**src/rtl/grl_pkg.sv**
```systemverilog
package grl_pkg;

  // Greek codes that take part in the mu and nu pairing rules.
  localparam logic [7:0] GR_UPPER_MU  = 8'd204;
  localparam logic [7:0] GR_LOWER_MU  = 8'd236;
  localparam logic [7:0] GR_UPPER_NU  = 8'd205;
  localparam logic [7:0] GR_LOWER_NU  = 8'd237;
  localparam logic [7:0] GR_UPPER_PI  = 8'd208;
  localparam logic [7:0] GR_LOWER_PI  = 8'd240;
  localparam logic [7:0] GR_UPPER_TAU = 8'd212;
  localparam logic [7:0] GR_LOWER_TAU = 8'd244;

  // Latin letters for a flushed or a paired held letter.
  localparam logic [7:0] LAT_UPPER_M = 8'd77;
  localparam logic [7:0] LAT_LOWER_M = 8'd109;
  localparam logic [7:0] LAT_UPPER_N = 8'd78;
  localparam logic [7:0] LAT_LOWER_N = 8'd110;
  localparam logic [7:0] LAT_UPPER_B = 8'd66;
  localparam logic [7:0] LAT_LOWER_B = 8'd98;
  localparam logic [7:0] LAT_UPPER_D = 8'd68;
  localparam logic [7:0] LAT_LOWER_D = 8'd100;

  localparam int JOB_BYTES  = 4;
  localparam int JOB_IDX_W  = $clog2(JOB_BYTES);
  localparam int FIFO_DEPTH = 4;
  localparam int FIFO_PTR_W = $clog2(FIFO_DEPTH);
  localparam int FIFO_CNT_W = $clog2(FIFO_DEPTH + 1);

  typedef enum logic [2:0] {
    PEND_NONE = 3'd0,
    PEND_UMU  = 3'd1,
    PEND_LMU  = 3'd2,
    PEND_UNU  = 3'd3,
    PEND_LNU  = 3'd4
  } pend_t;

  // One burst of output bytes for the back end; last_idx is the index of the
  // final byte, so an empty burst cannot be expressed.
  typedef struct packed {
    logic [JOB_BYTES-1:0][7:0] bytes;
    logic [JOB_IDX_W-1:0]      last_idx;
  } grl_job_t;

  typedef struct packed {
    logic full;
    logic empty;
  } grl_fifo_stat_t;

  function automatic logic [23:0] rom_pack(input logic [7:0] b0, input logic [7:0] b1,
                                           input logic [7:0] b2);
    return {b2, b1, b0};
  endfunction

  // Transliteration table: first byte in the low bits, zero bytes unused.
  function automatic logic [23:0] rom_entry(input logic [7:0] c);
    logic [23:0] e;
    case (c)
      8'd168: e = rom_pack(8'd34, 8'd0, 8'd0);
      8'd180: e = rom_pack(8'd39, 8'd0, 8'd0);
      8'd181: e = rom_pack(8'd39, 8'd34, 8'd0);
      8'd182: e = rom_pack(8'd39, 8'd65, 8'd0);
      8'd184: e = rom_pack(8'd39, 8'd69, 8'd0);
      8'd185: e = rom_pack(8'd39, 8'd72, 8'd0);
      8'd186: e = rom_pack(8'd39, 8'd73, 8'd0);
      8'd188: e = rom_pack(8'd39, 8'd79, 8'd0);
      8'd190: e = rom_pack(8'd39, 8'd89, 8'd0);
      8'd191: e = rom_pack(8'd39, 8'd87, 8'd0);
      8'd192: e = rom_pack(8'd105, 8'd34, 8'd39);
      8'd193: e = rom_pack(8'd65, 8'd0, 8'd0);
      8'd194: e = rom_pack(8'd86, 8'd0, 8'd0);
      8'd195: e = rom_pack(8'd71, 8'd0, 8'd0);
      8'd196: e = rom_pack(8'd68, 8'd0, 8'd0);
      8'd197: e = rom_pack(8'd69, 8'd0, 8'd0);
      8'd198: e = rom_pack(8'd90, 8'd0, 8'd0);
      8'd199: e = rom_pack(8'd72, 8'd0, 8'd0);
      8'd200: e = rom_pack(8'd56, 8'd0, 8'd0);
      8'd201: e = rom_pack(8'd73, 8'd0, 8'd0);
      8'd202: e = rom_pack(8'd75, 8'd0, 8'd0);
      8'd203: e = rom_pack(8'd76, 8'd0, 8'd0);
      8'd204: e = rom_pack(8'd77, 8'd0, 8'd0);
      8'd205: e = rom_pack(8'd78, 8'd0, 8'd0);
      8'd206: e = rom_pack(8'd75, 8'd83, 8'd0);
      8'd207: e = rom_pack(8'd79, 8'd0, 8'd0);
      8'd208: e = rom_pack(8'd80, 8'd0, 8'd0);
      8'd209: e = rom_pack(8'd82, 8'd0, 8'd0);
      8'd211: e = rom_pack(8'd83, 8'd0, 8'd0);
      8'd212: e = rom_pack(8'd84, 8'd0, 8'd0);
      8'd213: e = rom_pack(8'd89, 8'd0, 8'd0);
      8'd214: e = rom_pack(8'd70, 8'd0, 8'd0);
      8'd215: e = rom_pack(8'd88, 8'd0, 8'd0);
      8'd216: e = rom_pack(8'd80, 8'd83, 8'd0);
      8'd217: e = rom_pack(8'd87, 8'd0, 8'd0);
      8'd218: e = rom_pack(8'd34, 8'd73, 8'd0);
      8'd219: e = rom_pack(8'd34, 8'd89, 8'd0);
      8'd220: e = rom_pack(8'd97, 8'd39, 8'd0);
      8'd221: e = rom_pack(8'd101, 8'd39, 8'd0);
      8'd222: e = rom_pack(8'd104, 8'd39, 8'd0);
      8'd223: e = rom_pack(8'd105, 8'd39, 8'd0);
      8'd224: e = rom_pack(8'd121, 8'd34, 8'd39);
      8'd225: e = rom_pack(8'd97, 8'd0, 8'd0);
      8'd226: e = rom_pack(8'd118, 8'd0, 8'd0);
      8'd227: e = rom_pack(8'd103, 8'd0, 8'd0);
      8'd228: e = rom_pack(8'd100, 8'd0, 8'd0);
      8'd229: e = rom_pack(8'd101, 8'd0, 8'd0);
      8'd230: e = rom_pack(8'd122, 8'd0, 8'd0);
      8'd231: e = rom_pack(8'd104, 8'd0, 8'd0);
      8'd232: e = rom_pack(8'd56, 8'd0, 8'd0);
      8'd233: e = rom_pack(8'd105, 8'd0, 8'd0);
      8'd234: e = rom_pack(8'd107, 8'd0, 8'd0);
      8'd235: e = rom_pack(8'd108, 8'd0, 8'd0);
      8'd236: e = rom_pack(8'd109, 8'd0, 8'd0);
      8'd237: e = rom_pack(8'd110, 8'd0, 8'd0);
      8'd238: e = rom_pack(8'd107, 8'd115, 8'd0);
      8'd239: e = rom_pack(8'd111, 8'd0, 8'd0);
      8'd240: e = rom_pack(8'd112, 8'd0, 8'd0);
      8'd241: e = rom_pack(8'd114, 8'd0, 8'd0);
      8'd242: e = rom_pack(8'd115, 8'd0, 8'd0);
      8'd243: e = rom_pack(8'd115, 8'd0, 8'd0);
      8'd244: e = rom_pack(8'd116, 8'd0, 8'd0);
      8'd245: e = rom_pack(8'd121, 8'd0, 8'd0);
      8'd246: e = rom_pack(8'd102, 8'd0, 8'd0);
      8'd247: e = rom_pack(8'd120, 8'd0, 8'd0);
      8'd248: e = rom_pack(8'd112, 8'd115, 8'd0);
      8'd249: e = rom_pack(8'd119, 8'd0, 8'd0);
      8'd250: e = rom_pack(8'd105, 8'd34, 8'd0);
      8'd251: e = rom_pack(8'd121, 8'd34, 8'd0);
      8'd252: e = rom_pack(8'd111, 8'd39, 8'd0);
      8'd253: e = rom_pack(8'd121, 8'd39, 8'd0);
      8'd254: e = rom_pack(8'd119, 8'd39, 8'd0);
      default: e = 24'd0;
    endcase
    return e;
  endfunction

  // Number of used bytes in a table entry (entries are filled from the bottom).
  function automatic logic [1:0] rom_len(input logic [23:0] e);
    logic [1:0] n;
    if (e[7:0] == 8'd0) begin
      n = 2'd0;
    end else if (e[15:8] == 8'd0) begin
      n = 2'd1;
    end else if (e[23:16] == 8'd0) begin
      n = 2'd2;
    end else begin
      n = 2'd3;
    end
    return n;
  endfunction

  function automatic pend_t hold_code(input logic [7:0] c);
    pend_t h;
    case (c)
      GR_UPPER_MU: h = PEND_UMU;
      GR_LOWER_MU: h = PEND_LMU;
      GR_UPPER_NU: h = PEND_UNU;
      GR_LOWER_NU: h = PEND_LNU;
      default:     h = PEND_NONE;
    endcase
    return h;
  endfunction

  function automatic logic [7:0] flush_char(input pend_t p);
    logic [7:0] b;
    case (p)
      PEND_UMU: b = LAT_UPPER_M;
      PEND_LMU: b = LAT_LOWER_M;
      PEND_UNU: b = LAT_UPPER_N;
      PEND_LNU: b = LAT_LOWER_N;
      default:  b = 8'd0;
    endcase
    return b;
  endfunction

  function automatic logic [7:0] pair_char(input pend_t p);
    logic [7:0] b;
    case (p)
      PEND_UMU: b = LAT_UPPER_B;
      PEND_LMU: b = LAT_LOWER_B;
      PEND_UNU: b = LAT_UPPER_D;
      PEND_LNU: b = LAT_LOWER_D;
      default:  b = 8'd0;
    endcase
    return b;
  endfunction

endpackage

```
**src/rtl/grl_fifo.sv**
```systemverilog
module grl_fifo
  import grl_pkg::*;
(
  input  logic           clk,
  input  logic           rst,
  input  logic           push,
  input  grl_job_t       push_job,
  input  logic           pop,
  output grl_job_t       head_job,
  output grl_fifo_stat_t stat
);

  grl_job_t                mem [FIFO_DEPTH];
  logic [FIFO_PTR_W-1:0]   wr_ptr;
  logic [FIFO_PTR_W-1:0]   rd_ptr;
  logic [FIFO_CNT_W-1:0]   count;
  logic                    do_push;
  logic                    do_pop;

  assign stat.full  = (count == FIFO_CNT_W'(FIFO_DEPTH));
  assign stat.empty = (count == '0);
  assign do_push    = push && !stat.full;
  assign do_pop     = pop && !stat.empty;
  assign head_job   = mem[rd_ptr];

  always_ff @(posedge clk) begin
    if (do_push) begin
      mem[wr_ptr] <= push_job;
    end
  end

  always_ff @(posedge clk) begin
    if (rst) begin
      wr_ptr <= '0;
      rd_ptr <= '0;
      count  <= '0;
    end else begin
      if (do_push) begin
        wr_ptr <= (wr_ptr == FIFO_PTR_W'(FIFO_DEPTH - 1)) ? '0 : wr_ptr + 1'b1;
      end
      if (do_pop) begin
        rd_ptr <= (rd_ptr == FIFO_PTR_W'(FIFO_DEPTH - 1)) ? '0 : rd_ptr + 1'b1;
      end
      if (do_push && !do_pop) begin
        count <= count + 1'b1;
      end else if (do_pop && !do_push) begin
        count <= count - 1'b1;
      end
    end
  end

endmodule

```
**config.mk**
```make
export PLATFORM = sky130hd
export DESIGN_NAME = grl_fifo
export DESIGN_NICKNAME = d
export VERILOG_FILES = /design/src/rtl/grl_pkg.sv /design/src/rtl/grl_fifo.sv
export SDC_FILE = /design/constraint.sdc
export NUM_CORES = 1
export LEC_CHECK = 0
export ABC_AREA = 0
export BUFFER_PORTS_ARGS = -buffer_cell sky130_fd_sc_hd__buf_2
export CORE_ASPECT_RATIO = 1.75
export CORE_MARGIN = 2
export CORE_UTILIZATION = 40
export DETAILED_ROUTE_END_ITERATION = 6
export PLACE_DENSITY = 0.7
export SYNTH_ARGS = -nofsm -noshare
export SYNTH_HDL_FRONTEND = slang
export SYNTH_SLANG_ARGS = --single-unit
```
**constraint.sdc**
```tcl
create_clock -name clk -period 5.75 [get_ports clk]
set_clock_uncertainty 0.1 [all_clocks]
set_input_delay 0.2875 -clock clk [delete_from_list [all_inputs] [get_ports clk]]
set_output_delay 0.2875 -clock clk [all_outputs]
set_load 0.005 [all_outputs]
```
### After elaboration in Yosys (flattened, before gate mapping)

Memory sizes are Yosys's and may differ from the RTL's. A register that Yosys moved wholly into a read port is not among the register bits.
Index checks and enable logic that the tools add are counted.
W data, S select, Z words.

* flip-flop bits (word level): 7
* memory bits (writable): 136
* output and inout bits: 36
* word-level logic and storage cells: 29
* memories kept: 1

* add/subtract/negate cells: 4
* equality and inequality tests: 3
* mux-type cells: 8
* reduce and logical (&&, ||, !) cells: 10

Memory list
* mem: words 4, bits a word 34, rd ports 1, clocked after memory_dff 1, write ports 1, line grl_fifo.sv:13 `grl_job_t mem [FIFO_DEPTH];`

Operators with widths (count)
* $mux W2: 4
* $mux W3: 2
* $add A2 B1 Y2 const B: 2
* $eq A2 B2 Y1 const B: 2
* $logic_and A1 B1 Y1: 4
* $logic_not A1 Y1: 4
* $add A3 B1 Y3 const B: 1
* $eq A3 B3 Y1 const B: 1
* $logic_not A3 Y1: 1
* $sub A3 B1 Y3 const B: 1
* $mux W1: 2
* $reduce_bool A2 Y1: 1

### Longest topological paths before layout

* word-level depth: 7
* depth in mapped cells: 10
* depth with buffers taken out: 9

### Worst setup path before layout

Ideal clock, no wire load.

* path kind: register -> register
* from: register count[0]
* to: register count[2]
* setup time: 0.070 ns
* arrival time: 2.112 ns
* required time: 5.580 ns
* path slack: 3.468 ns
* cell stages (with the launch flop): 11
* path buffers: 1
* clock period less this slack: 2.282 ns
* cell sequence: dfxtp_1 > or3b_1 > buf_6 > clkinv_4 > nor2_2 > ha_1 > inv_1 > fa_1 > xor2_1 > or3_2 > a21oi_1

RTL lines
* start: declaration: line grl_fifo.sv:16 `logic [FIFO_CNT_W-1:0] count;`
* start signal: assignment: line grl_fifo.sv:45 `count <= count + 1'b1;`
* start signal: assignment: line grl_fifo.sv:47 `count <= count - 1'b1;`

==> flow_summary.toml <==
[detailed_routing]
m1WireLength_mm = 3.64
routed.top_layer = "met4"
wl_met2_mm = 5.28
wl_met3_um = 270
dr.pass1.iters = 4
post_drt_wl_per_cell_um = 17.7
drcViolationCount = 0
drt_iter0_markers = 101
drt-total-wl_mm = 9.32
via_count = 2545
final_antenna_net_count = 0
viasPerCell = 4.83

[yosys]
ys_seq_area_share_pct = 79.0
synth.most_common_cell = "edfxtp_1"
yosys-top-cells-count = "edfxtp_1 (136), mux4_2 (34), dfxtp_1 (9)"
synth_flop_cell = "edfxtp_1"
synth_top_area_cell = "edfxtp_1"
netlist_area_um2 = 5400
yosysWarnings = 0
syn_inst = 228
synth_edf_count = 136
syn-num-nets = 273
synth-seq-cells = 145
synthDistinctLibCells = 26
syn_avg_cell_area_um2 = 23.7
async_flop_share_pct = 0
yosys-top-cells-area = "edfxtp_1 (76%), mux4_2 (14%), dfxtp_1 (3.3%)"
synth_top_area_share_pct = 75.7

[cells_and_area]
drive_above_1_share_pct = 42.5
n_fill_cell = 1120
final_util_pct = 51.2
multiInputGateArea_um2 = 1040
syn2layout_area_growth_pct = 26.3
finalNetCount = 386
finalNonFillerCells = 527
antenna_cells = 0
seqCellArea_um2 = 4270

[global_routing]
grt_util_all_layers_pct = 13.7
overflow = 0
grt_pass1_vias = 2777
grt_pass1_wl_mm = 14.5
grt_max_degree = 35
grt_antenna_before_repair = 0

[critical_path]
max_stage_delay_ps = 710
slowest_stage = "dfxtp_2"
critical_path.max_fanout = 18
worst-endpoint-required_ps = 5360
worst_path_dominant_cell_family = "flip-flops"
rrSetupSlack_ps = 3200
cp_num_buf_inv = 2
crit_type = "flop to output pin"
end_kind = "output pin"
cp-start-kind = "flop"
crit_chain = "buf_4, mux4_2, buf_2"
worst-endpoint-arrival_ps = 2310

[sta]
fin_ws_ps = 3050
maxSlewHeadroom_pct = 37.4
timing.hold.ws_ps = 12.6
maxSlewViolCount = 0
rsz0062_at_grt = "no"
setup_violations = 0
final_hold_viol_count = 0
finalCritPeriodShare_pct = 46.9
period_needed_ps = 2700
fin_tns_setup_ps = 0
tightest_slew_ps = 939
max_freq_ghz = 0.370

[hold_path]
hold_path_class = "input port to flop"

[floorplanning]
io-pin-count = 74
die_h_um = 158
start_util_pct = 40.5
fp.dieW_um = 91.8
core-area_um2 = 13300
die_area_um2 = 14500
fp-row-count = 56

[power_and_ir_drop]
leakage_uw = 0.00236
ir_drop_mv = 0.233
powerDensity_nw_per_um2 = 432

[clocking]
cts_buffers = 17
cts_max_level = 4
cts-root-buf = "clkbuf_16"
clock-sinks = 145
cts_buffer_depth = 2
post_cts_buffers = 0
cts.clk_slew.worst_paths_ps = 60
cts_tree = "done"
clock_latency_ps = 410

[placement]
place_inst = 466
hpwl_mm = 5.49
place.gp.congestion = 0.709
pre_cts_ws_ps = 3200
portBuffers = 73

[flow_run]
maxCapViolCount = 0

[status]
status = "finished clean"
placed cells by master (no fill, tap or decap), drive strengths merged:
| cell | instances |
|---|---|
| fa | 1 |
| mux4 | 34 |
| dfxtp | 9 |
| or3 | 2 |
| o31ai | 2 |
| clkinvlp | 3 |
| nor2 | 4 |
| dlygate4sd3 | 30 |
| nand3 | 2 |
| bufinv | 3 |
| inv | 4 |
| clkinv | 9 |
| nand2 | 1 |
| a21oi | 3 |
| ha | 6 |
| nor3 | 2 |
| and3 | 4 |
| xor2 | 2 |
| edfxtp | 136 |
| o21ai | 2 |
| clkbuf | 17 |
| mux2i | 2 |
| or3b | 1 |
| buf | 74 |
area by class of cell:
| class | instances | area share (%) |
|---|---|---|
| Sequential cell | 145 | 62.6 |
| Multi-Input combinational cell | 68 | 15.3 |
| Timing Repair Buffer | 104 | 9.88 |
| Clock buffer | 17 | 6.24 |
| Tap cell | 174 | 3.19 |
| Clock inverter | 14 | 2.46 |
| Inverter | 5 | 0.349 |
cell families after synthesis:
kind of cell | after synthesis | synth area share (%)
buf+inv | 15 | 1.69
fa+ha+maj | 7 | 1.76
compound gates | 7 | 0.927
mux | 36 | 14.6
xor+xnor | 2 | 0.325
flops | 145 | 79.0
simple gates | 16 | 1.74
per-stage QoR:
stage                     total power [µW]  area (µm²)
after floorplan                       1680        5400
after global placement                1860        5920
after detailed placement              1890        5920
after CTS                             2980        6820
after global routing                  3080        6820
final                                 2950        6820
power by group:
part,total (µW),internal [µW],switching (µW)
sequential,1350,1280,72.8
combinational,509,280,229
clock,1080,678,406
total,2950,2240,707
registers in the layout, summed over array words and instances, names as in the netlist, named ones only:
| name | cells |
|---|---|
| rd_ptr | 2 |
| wr_ptr | 2 |
| count | 3 |
| mem | 136 |
worst reg2reg max path, delay by kind of cell (launching register included):
family / cells / cell delay, ps
AOI/OAI and AO/OA: 1 / 170
DFF: 1 / 440
buffers and inverters: 2 / 160
and+or+nand+nor: 3 / 850
adders and majority gates: 2 / 590
xor gates and xnor gates: 1 / 180
metal layers:
metal | track usage (%) | vias to the layer above
met2 | 25.1 | 51
met3 | 3.38 | 7
li1 | - | 1176
met4 | 5.97 | 0
met5 | 0 | -
met1 | 14.9 | 1311
worst paths after layout:
path                              startpoint           end  depth (start not counted)
worst min register to register     rd_ptr[0]          flop                          2
worst max-delay path                    flop  head_job[26]                          3
worst max register to register      count[0]      count[2]                          9
worst min-delay path            push_job[22]    mem[2][22]                          1
repair_timing:
action / CTS / global route
gates resized for setup: 0 / 0
endpoints found under the setup margin: 0 / 0
hold buffers: 30 / 0
endpoints found under the hold margin: 120 / 0
Power figures use the tool's default switching activity.
