===== src/rtl/grl_pkg.sv =====
package grl_pkg;

  // Greek codes that take part in the mu and nu pairing rules.
  localparam logic [7:0] GR_UPPER_MU  = 8'd204;
  localparam logic [7:0] GR_LOWER_MU  = 8'd236;
  localparam logic [7:0] GR_UPPER_NU  = 8'd205;
  localparam logic [7:0] GR_LOWER_NU  = 8'd237;
  localparam logic [7:0] GR_UPPER_PI  = 8'd208;
  localparam logic [7:0] GR_LOWER_PI  = 8'd240;
  localparam logic [7:0] GR_UPPER_TAU = 8'd212;
  localparam logic [7:0] GR_LOWER_TAU = 8'd244;

  // Latin letters for a flushed or a paired held letter.
  localparam logic [7:0] LAT_UPPER_M = 8'd77;
  localparam logic [7:0] LAT_LOWER_M = 8'd109;
  localparam logic [7:0] LAT_UPPER_N = 8'd78;
  localparam logic [7:0] LAT_LOWER_N = 8'd110;
  localparam logic [7:0] LAT_UPPER_B = 8'd66;
  localparam logic [7:0] LAT_LOWER_B = 8'd98;
  localparam logic [7:0] LAT_UPPER_D = 8'd68;
  localparam logic [7:0] LAT_LOWER_D = 8'd100;

  localparam int JOB_BYTES  = 4;
  localparam int JOB_IDX_W  = $clog2(JOB_BYTES);
  localparam int FIFO_DEPTH = 4;
  localparam int FIFO_PTR_W = $clog2(FIFO_DEPTH);
  localparam int FIFO_CNT_W = $clog2(FIFO_DEPTH + 1);

  typedef enum logic [2:0] {
    PEND_NONE = 3'd0,
    PEND_UMU  = 3'd1,
    PEND_LMU  = 3'd2,
    PEND_UNU  = 3'd3,
    PEND_LNU  = 3'd4
  } pend_t;

  // One burst of output bytes for the back end; last_idx is the index of the
  // final byte, so an empty burst cannot be expressed.
  typedef struct packed {
    logic [JOB_BYTES-1:0][7:0] bytes;
    logic [JOB_IDX_W-1:0]      last_idx;
  } grl_job_t;

  typedef struct packed {
    logic full;
    logic empty;
  } grl_fifo_stat_t;

  function automatic logic [23:0] rom_pack(input logic [7:0] b0, input logic [7:0] b1,
                                           input logic [7:0] b2);
    return {b2, b1, b0};
  endfunction

  // Transliteration table: first byte in the low bits, zero bytes unused.
  function automatic logic [23:0] rom_entry(input logic [7:0] c);
    logic [23:0] e;
    case (c)
      8'd168: e = rom_pack(8'd34, 8'd0, 8'd0);
      8'd180: e = rom_pack(8'd39, 8'd0, 8'd0);
      8'd181: e = rom_pack(8'd39, 8'd34, 8'd0);
      8'd182: e = rom_pack(8'd39, 8'd65, 8'd0);
      8'd184: e = rom_pack(8'd39, 8'd69, 8'd0);
      8'd185: e = rom_pack(8'd39, 8'd72, 8'd0);
      8'd186: e = rom_pack(8'd39, 8'd73, 8'd0);
      8'd188: e = rom_pack(8'd39, 8'd79, 8'd0);
      8'd190: e = rom_pack(8'd39, 8'd89, 8'd0);
      8'd191: e = rom_pack(8'd39, 8'd87, 8'd0);
      8'd192: e = rom_pack(8'd105, 8'd34, 8'd39);
      8'd193: e = rom_pack(8'd65, 8'd0, 8'd0);
      8'd194: e = rom_pack(8'd86, 8'd0, 8'd0);
      8'd195: e = rom_pack(8'd71, 8'd0, 8'd0);
      8'd196: e = rom_pack(8'd68, 8'd0, 8'd0);
      8'd197: e = rom_pack(8'd69, 8'd0, 8'd0);
      8'd198: e = rom_pack(8'd90, 8'd0, 8'd0);
      8'd199: e = rom_pack(8'd72, 8'd0, 8'd0);
      8'd200: e = rom_pack(8'd56, 8'd0, 8'd0);
      8'd201: e = rom_pack(8'd73, 8'd0, 8'd0);
      8'd202: e = rom_pack(8'd75, 8'd0, 8'd0);
      8'd203: e = rom_pack(8'd76, 8'd0, 8'd0);
      8'd204: e = rom_pack(8'd77, 8'd0, 8'd0);
      8'd205: e = rom_pack(8'd78, 8'd0, 8'd0);
      8'd206: e = rom_pack(8'd75, 8'd83, 8'd0);
      8'd207: e = rom_pack(8'd79, 8'd0, 8'd0);
      8'd208: e = rom_pack(8'd80, 8'd0, 8'd0);
      8'd209: e = rom_pack(8'd82, 8'd0, 8'd0);
      8'd211: e = rom_pack(8'd83, 8'd0, 8'd0);
      8'd212: e = rom_pack(8'd84, 8'd0, 8'd0);
      8'd213: e = rom_pack(8'd89, 8'd0, 8'd0);
      8'd214: e = rom_pack(8'd70, 8'd0, 8'd0);
      8'd215: e = rom_pack(8'd88, 8'd0, 8'd0);
      8'd216: e = rom_pack(8'd80, 8'd83, 8'd0);
      8'd217: e = rom_pack(8'd87, 8'd0, 8'd0);
      8'd218: e = rom_pack(8'd34, 8'd73, 8'd0);
      8'd219: e = rom_pack(8'd34, 8'd89, 8'd0);
      8'd220: e = rom_pack(8'd97, 8'd39, 8'd0);
      8'd221: e = rom_pack(8'd101, 8'd39, 8'd0);
      8'd222: e = rom_pack(8'd104, 8'd39, 8'd0);
      8'd223: e = rom_pack(8'd105, 8'd39, 8'd0);
      8'd224: e = rom_pack(8'd121, 8'd34, 8'd39);
      8'd225: e = rom_pack(8'd97, 8'd0, 8'd0);
      8'd226: e = rom_pack(8'd118, 8'd0, 8'd0);
      8'd227: e = rom_pack(8'd103, 8'd0, 8'd0);
      8'd228: e = rom_pack(8'd100, 8'd0, 8'd0);
      8'd229: e = rom_pack(8'd101, 8'd0, 8'd0);
      8'd230: e = rom_pack(8'd122, 8'd0, 8'd0);
      8'd231: e = rom_pack(8'd104, 8'd0, 8'd0);
      8'd232: e = rom_pack(8'd56, 8'd0, 8'd0);
      8'd233: e = rom_pack(8'd105, 8'd0, 8'd0);
      8'd234: e = rom_pack(8'd107, 8'd0, 8'd0);
      8'd235: e = rom_pack(8'd108, 8'd0, 8'd0);
      8'd236: e = rom_pack(8'd109, 8'd0, 8'd0);
      8'd237: e = rom_pack(8'd110, 8'd0, 8'd0);
      8'd238: e = rom_pack(8'd107, 8'd115, 8'd0);
      8'd239: e = rom_pack(8'd111, 8'd0, 8'd0);
      8'd240: e = rom_pack(8'd112, 8'd0, 8'd0);
      8'd241: e = rom_pack(8'd114, 8'd0, 8'd0);
      8'd242: e = rom_pack(8'd115, 8'd0, 8'd0);
      8'd243: e = rom_pack(8'd115, 8'd0, 8'd0);
      8'd244: e = rom_pack(8'd116, 8'd0, 8'd0);
      8'd245: e = rom_pack(8'd121, 8'd0, 8'd0);
      8'd246: e = rom_pack(8'd102, 8'd0, 8'd0);
      8'd247: e = rom_pack(8'd120, 8'd0, 8'd0);
      8'd248: e = rom_pack(8'd112, 8'd115, 8'd0);
      8'd249: e = rom_pack(8'd119, 8'd0, 8'd0);
      8'd250: e = rom_pack(8'd105, 8'd34, 8'd0);
      8'd251: e = rom_pack(8'd121, 8'd34, 8'd0);
      8'd252: e = rom_pack(8'd111, 8'd39, 8'd0);
      8'd253: e = rom_pack(8'd121, 8'd39, 8'd0);
      8'd254: e = rom_pack(8'd119, 8'd39, 8'd0);
      default: e = 24'd0;
    endcase
    return e;
  endfunction

  // Number of used bytes in a table entry (entries are filled from the bottom).
  function automatic logic [1:0] rom_len(input logic [23:0] e);
    logic [1:0] n;
    if (e[7:0] == 8'd0) begin
      n = 2'd0;
    end else if (e[15:8] == 8'd0) begin
      n = 2'd1;
    end else if (e[23:16] == 8'd0) begin
      n = 2'd2;
    end else begin
      n = 2'd3;
    end
    return n;
  endfunction

  function automatic pend_t hold_code(input logic [7:0] c);
    pend_t h;
    case (c)
      GR_UPPER_MU: h = PEND_UMU;
      GR_LOWER_MU: h = PEND_LMU;
      GR_UPPER_NU: h = PEND_UNU;
      GR_LOWER_NU: h = PEND_LNU;
      default:     h = PEND_NONE;
    endcase
    return h;
  endfunction

  function automatic logic [7:0] flush_char(input pend_t p);
    logic [7:0] b;
    case (p)
      PEND_UMU: b = LAT_UPPER_M;
      PEND_LMU: b = LAT_LOWER_M;
      PEND_UNU: b = LAT_UPPER_N;
      PEND_LNU: b = LAT_LOWER_N;
      default:  b = 8'd0;
    endcase
    return b;
  endfunction

  function automatic logic [7:0] pair_char(input pend_t p);
    logic [7:0] b;
    case (p)
      PEND_UMU: b = LAT_UPPER_B;
      PEND_LMU: b = LAT_LOWER_B;
      PEND_UNU: b = LAT_UPPER_D;
      PEND_LNU: b = LAT_LOWER_D;
      default:  b = 8'd0;
    endcase
    return b;
  endfunction

endpackage


===== src/rtl/grl_back.sv =====
module grl_back
  import grl_pkg::*;
(
  input  logic           clk,
  input  logic           rst,
  input  grl_job_t       head_job,
  input  grl_fifo_stat_t fifo_stat,
  output logic           pop,
  output logic           out_valid,
  input  logic           out_ready,
  output logic [7:0]     out_byte,
  output logic           out_last
);

  grl_job_t              job;
  logic                  valid;
  logic [JOB_IDX_W-1:0]  idx;
  logic                  taken;

  assign out_valid = valid;
  assign out_byte  = job.bytes[idx];
  assign out_last  = (idx == job.last_idx);
  assign taken     = valid && out_ready;
  assign pop       = !fifo_stat.empty && (!valid || (taken && out_last));

  always_ff @(posedge clk) begin
    if (pop) begin
      job <= head_job;
    end
  end

  always_ff @(posedge clk) begin
    if (rst) begin
      valid <= 1'b0;
      idx   <= '0;
    end else if (pop) begin
      valid <= 1'b1;
      idx   <= '0;
    end else if (taken) begin
      if (out_last) begin
        valid <= 1'b0;
        idx   <= '0;
      end else begin
        idx <= idx + 1'b1;
      end
    end
  end

endmodule


===== config.mk =====
export PLATFORM = sky130hd
export DESIGN_NAME = grl_back
export DESIGN_NICKNAME = d
export VERILOG_FILES = /design/src/rtl/grl_pkg.sv /design/src/rtl/grl_back.sv
export SDC_FILE = /design/constraint.sdc
export NUM_CORES = 1
export LEC_CHECK = 0
export ABC_CLOCK_PERIOD_IN_PS = 3900
export BUFFER_PORTS_ARGS = -buffer_cell sky130_fd_sc_hd__buf_2
export CAP_MARGIN = 20
export CORE_UTILIZATION = 43
export CTS_BUF_LIST = sky130_fd_sc_hd__clkbuf_16
export DETAILED_ROUTE_END_ITERATION = 8
export GPL_ROUTABILITY_DRIVEN = 0
export PLACE_DENSITY = 0.73
export SETUP_SLACK_MARGIN = 0.5
export SLEW_MARGIN = 10
export SYNTH_ARGS = -nofsm -noshare
export SYNTH_HDL_FRONTEND = slang
export SYNTH_SLANG_ARGS = --single-unit

===== constraint.sdc =====
create_clock -name clk -period 3.9 [get_ports clk]
set_clock_uncertainty 0.05 [all_clocks]
set_input_delay 0.39 -clock clk [delete_from_list [all_inputs] [get_ports clk]]
set_output_delay 0.39 -clock clk [all_outputs]
set_load 0.02 [all_outputs]

Word-level counts from Yosys, hierarchy flattened
Cells that the tools add are included.
{"block": "classes", "n_addsub": 1, "n_lt_le_gt_ge": 1, "eq_ne": 1, "mux": 6, "n_reduce_logical": 10}
{"cell": "8-bit binary-select mux with 2-bit select", "n": 1}
{"cell": "8-bit 2-to-1 mux", "n": 1}
{"cell": "2-bit nonzero test", "n": 2}
{"cell": "1-bit logical AND", "n": 3}
{"cell": "2-bit by 3-bit < comparator with 1-bit output, second input constant", "n": 1}
{"cell": "1-bit 2-to-1 mux", "n": 3}
{"cell": "2-bit by 1-bit adder with 2-bit output, second input constant", "n": 1}
{"cell": "2-bit == test", "n": 1}
{"cell": "1-bit zero test", "n": 2}
{"cell": "2-bit 2-to-1 mux", "n": 1}
{"cell": "2-bit AND reduction", "n": 1}
{"cell": "2-bit OR reduction", "n": 1}
{"cell": "1-bit logical OR", "n": 1}
{"block": "totals", "regBits": 37, "input_bits": 39, "out_inout_bits": 11, "elab_cells": 26}

Depth between registers and ports, before layout
Gate-level depths: netlist (run 1).
{"block": "depth", "word_depth": 6, "mapped_depth": 4, "ltp_nobuf": 3}

Worst setup path before layout (run 1)
OpenSTA, ideal clock, no wires.
{"block": "synth_timing", "kind": "reg-to-reg", "start": "register job[1] in the netlist's numbering", "end": "register job[0] in the netlist's numbering, enable pin", "setup_ps": 504, "t_arrival_ps": 3801, "t_required_ps": 3346, "slack_ps": -455, "path_stages_with_launch": 3, "path_buffers": 0, "cell_sequence": "edfxtp_1 > xor2_2 > o32ai_1"}
{"block": "synth_between", "elab_chain_len": 4}
{"element": "from (decl)", "line_no": "grl_back.sv:15", "source": "grl_job_t job;"}
{"element": "from (signal assigned)", "line_no": "grl_back.sv:28", "source": "job <= head_job;"}
{"element": "2-bit == test", "line_no": "grl_back.sv:22", "source": "assign out_last = (idx == job.last_idx);"}
{"element": "1-bit logical AND", "line_no": "grl_back.sv:24", "source": "assign pop = !fifo_stat.empty && (!valid || (taken && out_last));"}
{"element": "1-bit logical OR", "line_no": "grl_back.sv:24"}
{"element": "1-bit logical AND", "line_no": "grl_back.sv:24"}
{"element": "net pop", "line_no": "grl_back.sv:8", "source": "output logic pop,"}
The timed path passes the listed nets, and every way through them passes these cells.
A chain may end at the register's enable or synchronous reset.

Final worst setup path (run 1)
{"block": "layout_timing", "start": "register idx[0]", "end": "output pop"}
{"block": "layout_between", "elab_chain_len": 4}
{"element": "from (decl)", "line_no": "grl_back.sv:17", "source": "logic [JOB_IDX_W-1:0] idx;"}
{"element": "from (signal assigned)", "line_no": "grl_back.sv:44", "source": "idx <= idx + 1'b1;"}
{"element": "2-bit == test", "line_no": "grl_back.sv:22"}
{"element": "1-bit logical AND", "line_no": "grl_back.sv:24"}
{"element": "1-bit logical OR", "line_no": "grl_back.sv:24"}
{"element": "1-bit logical AND", "line_no": "grl_back.sv:24"}
{"element": "to (decl)", "line_no": "grl_back.sv:8"}
No other way between the ends.

==> results of run 1 <==
layer usage:
| metal | vias up | share of wire (%) |
|---|---|---|
| met4 | 0 | 2.5 |
| li1 | 386 | - |
| met5 | - | 0 |
| met1 | 382 | 38 |
| met3 | 7 | 8.0 |
| met2 | 36 | 52 |
report_power, final:
| group | switching (mW) | internal (mW) |
|---|---|---|
| Clock | 0.139 | 0.230 |
| Sequential | 0.0141 | 0.468 |
| Combinational | 0.0473 | 0.0431 |
| Total | 0.200 | 0.742 |
sequential cells by signal, summed over array words and instances, names as in the netlist:
register / flops
idx: 2
out_valid: 1
job: 34
synth_stat cells, drive strengths merged:
master	instances
nor4	1
xor2	2
a21oi	2
buf	1
dfxtp	3
nand3	1
nand2b	4
a41oi	1
a311oi	2
clkbuf	1
nor2b	1
mux4	8
o211ai	1
inv	1
nor2	1
o32ai	1
edfxtp	34
path summary, 6_finish.rpt:
kind	startpoint	end	cells after the start
hold reg to reg	out_valid	out_valid	2
hold / removal	head_job[18]	job[18]	1
setup reg to reg	idx[0]	job[21]	3
setup / recovery	idx[0]	pop	4
layout make-up:
class / count / area share, %
clock buffer: 5 / 6.693
clock inverter: 3 / 0.6693
inverter: 1 / 0.2008
multi-input combinational: 25 / 18.01
sequential: 37 / 57.83
tap: 44 / 2.945
timing repair buffer: 50 / 13.65
cell families (layout without fill, tap and decap cells):
group           count (synthesis)  count (layout)  synth area share [%]
xor+xnor                        2               2                 1.769
compound gates                  7               7                 3.714
flops                          37              37                 76.39
simple gates                    8               8                 3.713
mux                             8               8                 13.26
buf+inv                         3              59                 1.149
cell usage in the layout (no fill, tap or decap):
master and n:
buf_2 48, edfxtp_1 34, mux4_2 6, clkbuf_16 5
nand2b_1 4, dfxtp_1 3, mux4_1 2, a21oi_1 2
a311oi_1 2, inv_1 2, buf_4 2, xor2_2 1
xor2_1 1, o32ai_4 1, nor2_1 1, inv_2 1
o211ai_1 1, nor2b_1 1, a41oi_1 1, nand3_1 1
nor4_2 1, clkinv_2 1
==> impl_metrics.json, run 1 <==
{
  "fin_setup_tns_ns": 0,
  "yosysSeqAreaShare_pct": 76.39,
  "status": "complete, no violations",
  "ant_nets": 0,
  "hold_slack_ns": 0.2322,
  "fin_ws_ns": 1.329,
  "cts_tree": "done",
  "dpl-instance-area_um2": 1732,
  "crit_family": "flip-flops",
  "grt_max_degree": 20,
  "final_area_um2": 1869,
  "final_cell_count_no_fill": 165,
  "n_fill_cell": 235,
  "grt_pass1_vias": 813,
  "critPathSlowestCell": "dfxtp_1",
  "syn2layout_area_growth_pct": 32.10,
  "io_pins": 50,
  "p_leak_nw": 0.7140,
  "finalSetupViolCount": 0,
  "io_buffer_count": 48,
  "synth_top_area_share_pct": 72.15,
  "max_slew_margin_pct": 50.62,
  "drc_errors": 0,
  "clock_sinks": 37,
  "fp.coreArea_um2": 3078,
  "antenna_cells": 0,
  "overflow": 0,
  "track_usage_pct": 15.51,
  "hold_buffers": 0,
  "die-area_um2": 3524,
  "drv_slew": 0,
  "yosys_warnings": 0,
  "avgRoutedWirePerCell_um": 14.40,
  "cp_num_buf_inv": 2,
  "fin_crit_sh_pct": 65.93,
  "synth_nets": 104,
  "post_cts_buffers": 0,
  "critPathKind": "flip-flop to output port",
  "first_pass_iters": 4,
  "multi_input_area_um2": 336.6,
  "drt_wl_total_mm": 2.376,
  "min_period_ns": 2.571,
  "clock_path_buffers": 2,
  "vias": 811,
  "rsz0062_at_grt": "no",
  "endpoint_kind": "output port",
  "yosys.area.top_type": "edfxtp_1",
  "rows": 20,
  "avgViaCountPerCell": 4.915,
  "cts_root_buf": "clkbuf_16",
  "cp_slowest_stage_delay_ns": 0.79,
  "die_width_um": 59.37,
  "cp_cell_sequence": "xor2_1 -> o32ai_4 -> buf_4 -> buf_2",
  "ys_ff_latch": 37,
  "cts_buffers": 5,
  "worst-path-max-fanout": 19,
  "synthTopCellsByArea": "edfxtp_1 (72%), mux4_2 (9.5%), dfxtp_1 (4.2%), mux4_1 (3.7%), nand2b_1 (1.8%)",
  "dp_slack_ns": 1.575,
  "antenna_found_initial": 0,
  "power.density_nw_per_um2": 503.9,
  "cap_violations": 0,
  "tightest_slew_ns": 0.7396,
  "busiest_layer": "met2",
  "total_power_uw": 942.0,
  "drt_iter0_drc": 16,
  "synth_area_per_cell_um2": 21.77,
  "worstSetupStartpointType": "flip-flop",
  "nets": 159,
  "crit_required_ns": 3.46,
  "htreeDepth": 2,
  "post_cts_resized": 0,
  "hold_viol": 0,
  "post-route-util_pct": 60.73,
  "rrSetupSlack_ns": 1.90,
  "synth_cell_types": 19,
  "drive_above_1_share_pct": 54.55,
  "netlist_instances": 65,
  "gr-usage-met1_pct": 16.27,
  "seq_area_um2": 1081,
  "hold_class": "primary input to flip-flop",
  "use_met3_pct": 5.240,
  "start_util_pct": 45.98,
  "cp.arrival_ns": 2.13,
  "grt_pass1_wl_mm": 3.622,
  "dieHeight_um": 59.37,
  "fmax_ghz": 0.3889,
  "clkTransAtPathRegs_ns": 0.05,
  "dp_hpwl_mm": 1.672,
  "clock_latency_ns": 0.28,
  "grtUsageMet2_pct": 25.36,
  "syn_area_um2": 1415,
  "placed_cells": 157,
  "vdd_drop_max_uv": 352.1
}
(Power assumes the default switching activity.)
==> inputs of run 2 (changes only) <==
- ABC_CLOCK_PERIOD_IN_PS: 3900 -> 2400
- CORE_UTILIZATION: 43 -> 45
- clock period: 3.9 -> 2.4 ns (I/O delays scaled with it)
==> run 2 against run 1 <==
Compared with the run above:
- utilization is 6.9 points higher
- worst hold slack got worse by 0.14 ns
- wire length increased by 1.1%
- final cell count is 1.2% higher
- die area decreased by 4.3%
- via count decreased by 0.12%
- clock power increased by 57%
- critical path type unchanged
- largest power group unchanged
==> impl_metrics.json, run 2 (synthesis gave the netlist of run 1 again) <==
{
  "final_common_cell": "buf_2",
  "n_fill_cell": 193,
  "pwr-share-clk_pct": 37.8,
  "grt_pass1_wl_mm": 3.788,
  "die_width_um": 58.08,
  "multi_input_area_um2": 336.6,
  "hold_slack_ns": 0.09269,
  "holdPathStages": 1,
  "crit_required_ns": 2.11,
  "min_period_ns": 1.822,
  "critPathSlowestCell": "edfxtp_1",
  "hold_class": "primary input to flip-flop",
  "swShare_pct": 20.48,
  "io_pins": 50,
  "final_cell_mix": "buf_2 (48), edfxtp_1 (34), mux4_2 (6), clkbuf_16 (5)",
  "antenna_found_initial": 0,
  "cap_violations": 0,
  "vias": 810,
  "drt_iter0_drc": 38,
  "total_power_mw": 1.538,
  "power.density_nw_per_um2": 790.9,
  "endpoint_kind": "output port",
  "overflow": 0,
  "tightest_slew_ns": 0.3244,
  "p_leak_nw": 0.7508,
  "track_usage_pct": 15.86,
  "largest_reg_flops": 34,
  "start_util_pct": 49.20,
  "drive_above_1_share_pct": 56.80,
  "final_cell_count_no_fill": 167,
  "finalSetupViolCount": 0,
  "dp_hpwl_mm": 1.606,
  "rows": 19,
  "clkTransAtPathRegs_ns": 0.05,
  "hp-start": "head_job[25]",
  "clock_path_buffers": 2,
  "clock_sinks": 37,
  "cts_buffers": 5,
  "clock_latency_ns": 0.27,
  "worstSetupStartpointType": "flip-flop",
  "grt_pass1_vias": 856,
  "rsz0062_at_grt": "no",
  "post-route-util_pct": 67.59,
  "p_sw_uw": 315.0,
  "drt_wl_total_mm": 2.401,
  "avgRoutedWirePerCell_um": 14.38,
  "crit-reg2reg-launch": "job[0]",
  "ant_nets": 0,
  "cts_tree": "done",
  "worst-r2r-cell-count": 4,
  "htreeDepth": 2,
  "cp_slowest_stage_delay_ns": 0.41,
  "rrSetupSlack_ns": 0.64,
  "placed_cells": 156,
  "cp.arrival_ns": 1.53,
  "drv_slew": 0,
  "antenna_cells": 0,
  "p_int_mw": 1.223,
  "fp.coreArea_um2": 2877,
  "critPathKind": "flip-flop to output port",
  "worst-path-max-fanout": 4,
  "max_slew_margin_pct": 78.30,
  "fmax_ghz": 0.5487,
  "fin_setup_tns_ns": 0,
  "first_pass_iters": 4,
  "vdd_drop_max_uv": 559.2,
  "seq_area_um2": 1085,
  "min_to": "job[25]",
  "cts_root_buf": "clkbuf_16",
  "power_frac_comb_pct": 11.5,
  "status": "complete, no violations",
  "r2r_end": "job[15]",
  "power_frac_seq_pct": 50.7,
  "avgViaCountPerCell": 4.850,
  "grt_max_degree": 19,
  "syn2layout_area_growth_pct": 37.40,
  "io_buffer_count": 48,
  "regMostFlops": "job",
  "dieHeight_um": 58.08,
  "nets": 164,
  "hold_viol": 0,
  "hold_buffers": 0,
  "fin_crit_sh_pct": 75.94,
  "drc_errors": 0,
  "die-area_um2": 3373,
  "cp_cell_sequence": "xor2_1 -> o32ai_4 -> buf_12 -> buf_2"
}
## run 2: cell count changes in the layout (fill, tap and decap cells not counted)
| cell | delta |
|---|---|
| dfxtp_1 | -1 |
| inv_1 | -1 |
| buf_4 | +2 |
| buf_6 | +1 |
| bufbuf_16 | +1 |
| dfxtp_4 | +1 |
| clkinv_1 | +1 |
| clkinv_2 | -1 |
| buf_12 | +1 |
## run 2: layout make-up
type | instances | share of cell area, %
Multi-Input combinational cell | 25 | 17.31
Sequential cell | 37 | 55.79
Clock buffer | 5 | 6.435
Inverter | 1 | 0.1931
Tap cell | 42 | 2.703
Timing Repair Buffer | 55 | 17.18
Clock inverter | 2 | 0.3861
## run 2: repair_timing
action | in CTS | in global routing
resized for setup | 2 | 1
cloned | 1 | 0
pin swaps | 0 | 1
setup endpoints to repair | 6 | 2
buffers inserted | 0 | 3
## run 2: worst max path at each step
stage            from  endpoint  slack (ns)  cells after the start
6_report       job[0]       pop        0.58                      4
5_1_grt        job[0]       pop        0.53                      4
4_1_cts        job[0]       pop        0.48                      4
3_5_place_dp   idx[0]       pop        0.58                      4
3_3_place_gp   idx[0]       pop        0.59                      4
2_1_floorplan  job[0]    job[0]        0.23                      2
## run 2: power groups by stage
stage | clock (mW) | combinational, mW | sequential, mW
after global placement | 0 | 0.153 | 0.790
after floorplan | 0 | 0.0901 | 0.788
after CTS | 0.597 | 0.171 | 0.780
after detailed placement | 0 | 0.157 | 0.793
final | 0.581 | 0.178 | 0.779
after global routing | 0.625 | 0.190 | 0.782
## run 2: critical path, delay by kind of cell (launching register included)
| kind | cells | cell delay (ns) |
|---|---|---|
| flip-flops | 1 | 0.41 |
| AO/OA/AOI/OAI | 1 | 0.35 |
| buffers and inverters | 2 | 0.30 |
| XOR/XNOR | 1 | 0.20 |
## run 2: metrics by stage
stage / area [um^2] / setup WS [ns]
floorplan: 1434 / 0.2301
global placement: 1749 / 0.5860
detailed placement: 1749 / 0.5757
CTS: 1918 / 0.4774
global route: 1944 / 0.5279
finish: 1944 / 0.5775
## run 2: routing by layer
layer / vias to the layer above / share of wire (%) / GRT usage (%)
li1: 392 / - / -
met1: 379 / 44 / 19.91
met2: 35 / 48 / 24.14
met3: 4 / 6.7 / 6.696
met4: 0 / 1.0 / 7.143
met5: - / 0 / 0
==> inputs of run 3 (changes only) <==
- ABC_CLOCK_PERIOD_IN_PS: 2400 -> 1500
- CORE_UTILIZATION: 45 -> 43
- clock period: 2.4 -> 1.5 ns (I/O delays scaled with it)
==> run 3 against run 2 <==
Compared with the run above:
- the run now ends with negative hold slack, negative setup slack left
- wire length is 50% higher
- cell area up 24%
- clock power rose by 72%
- critical path type unchanged
- critical endpoint unchanged
==> impl_metrics.json, run 3 (synthesis gave the netlist of run 1 again) <==
{
  "nets": 200,
  "io_pins": 50,
  "clock_path_buffers": 2,
  "cp_slowest_stage_delay_ns": 0.43,
  "overflow": 0,
  "drv_slew": 0,
  "cp_cell_sequence": "xor2_2 -> o32ai_4 -> buf_12 -> buf_8",
  "violations": "negative hold slack, negative setup slack",
  "critPathKind": "flip-flop to output port",
  "critPathSlowestCell": "edfxtp_1",
  "hold_class": "primary input to flip-flop",
  "syn2layout_area_growth_pct": 70.91,
  "fin_crit_sh_pct": 113.5,
  "crit_family": "flip-flops",
  "dieHeight_um": 59.37,
  "cts_buffers": 5,
  "drc_errors": 0,
  "rows": 20,
  "fin_ws_ns": -0.2030,
  "worst-path-max-fanout": 2,
  "fin_setup_tns_ns": -6.738,
  "p_leak_nw": 0.9346,
  "start_util_pct": 45.98,
  "min_period_ns": 1.703,
  "vdd_drop_max_uv": 1032,
  "placed_cells": 162,
  "power.density_nw_per_um2": 1118,
  "largest_reg_flops": 34,
  "cp.arrival_ns": 1.50,
  "die_width_um": 59.37,
  "htreeDepth": 2,
  "cts_tree": "done",
  "cp_num_buf_inv": 2,
  "grt_pass1_wl_mm": 4.540,
  "first_pass_iters": 4,
  "crit_required_ns": 1.30,
  "track_usage_pct": 19.73,
  "antenna_found_initial": 0,
  "fmax_ghz": 0.5872,
  "clkTransAtPathRegs_ns": 0.06,
  "avgViaCountPerCell": 4.767,
  "ant_nets": 0,
  "hold_viol": 1,
  "drive_above_1_share_pct": 54.32,
  "dp_hpwl_mm": 1.695,
  "cap_violations": 0,
  "avgRoutedWirePerCell_um": 17.50,
  "rsz0062_at_grt": "yes",
  "antenna_cells": 0,
  "vias": 982,
  "grt_pass1_vias": 985,
  "worstSetupStartpointType": "flip-flop",
  "regMostFlops": "job",
  "drt_iter0_drc": 40,
  "status": "finished, violations left",
  "tightest_slew_ns": 0.2993,
  "hold_slack_ns": -0.002664,
  "finalSetupViolCount": 44,
  "final_common_cell": "buf_2",
  "io_buffer_count": 48,
  "cts_root_buf": "clkbuf_16",
  "final_cell_count_no_fill": 206,
  "clock_sinks": 37,
  "grt_max_degree": 15,
  "clock_latency_ns": 0.28,
  "max_slew_margin_pct": 80.05,
  "drt_wl_total_mm": 3.604,
  "final_cell_mix": "buf_2 (37), edfxtp_1 (34), dlygate4sd3_1 (28), buf_6 (12)",
  "die-area_um2": 3524,
  "endpoint_kind": "output port",
  "fp.coreArea_um2": 3078
}
-- run 3: changes by cell type in the layout (fill, tap and decap cells not counted), moves of 2 or more --
cell / before / now
buf_2: 48 / 37
mux4_2: 6 / 8
clkinv_2: 0 / 2
buf_6: 1 / 12
buf_4: 4 / 8
buf_8: 0 / 3
dlygate4sd3_1: 0 / 28
mux4_1: 2 / 0
-- run 3: final timing paths --
check	start	end	slack, ns	depth (start not counted)
setup / recovery	job[1]	pop	-0.20	4
hold / removal	head_job[31]	job[31]	-0.003	1
setup reg to reg	job[1]	job[9]	-0.19	4
hold reg to reg	out_valid	idx[0]	0.50	1
-- run 3: where the power goes --
part           total [mW]  switching (mW)  internal, mW  leakage [nW]
sequential           1.25          0.0320          1.22         0.353
combinational       0.454           0.187         0.267         0.513
clock                1.00           0.393         0.608        0.0696
total                2.70           0.613          2.09         0.935
-- run 3: repair_timing --
| action | in CTS | in global routing |
|---|---|---|
| pin swaps | 6 | 3 |
| resized for setup | 34 | 2 |
| hold buffers | 21 | 7 |
| gates cloned | 1 | 1 |
| buffers inserted | 5 | 1 |
| setup endpoints to repair | 48 | 48 |
| hold endpoints to repair | 21 | 7 |
-- run 3: per-stage QoR --
stage	hold WS (ns)	setup WS, ns	power, mW	area [um^2]	util (%)
2_1_floorplan	0.1624	-0.6687	1.408	1439	-
6_report	-0.002664	-0.2030	2.704	2419	78.58
5_1_grt	-0.01186	-0.2372	2.801	2419	78.58
3_3_place_gp	0.2762	-0.03854	1.519	1778	57.76
3_5_place_dp	0.2781	-0.07559	1.534	1778	57.76
4_1_cts	0.0002201	-0.1963	2.653	2306	74.92
-- run 3: cell type report --
class	count	area, um^2
Sequential cell	37	1089
Timing Repair Buffer	91	778.2
Fill cell	170	659.4
Multi-Input combinational cell	25	350.3
Clock buffer	5	125.1
Tap cell	44	55.05
Clock inverter	3	17.52
Inverter	1	3.754
-- run 3: layer usage --
metal	GRT usage (%)	share of wire, %	vias up	wire [um]
met4	6.803	1.2	0	44
met3	7.860	8.0	4	288
li1	-	-	462	-
met5	0	0	-	0
met2	36.76	51	46	1830
met1	19.55	40	470	1439
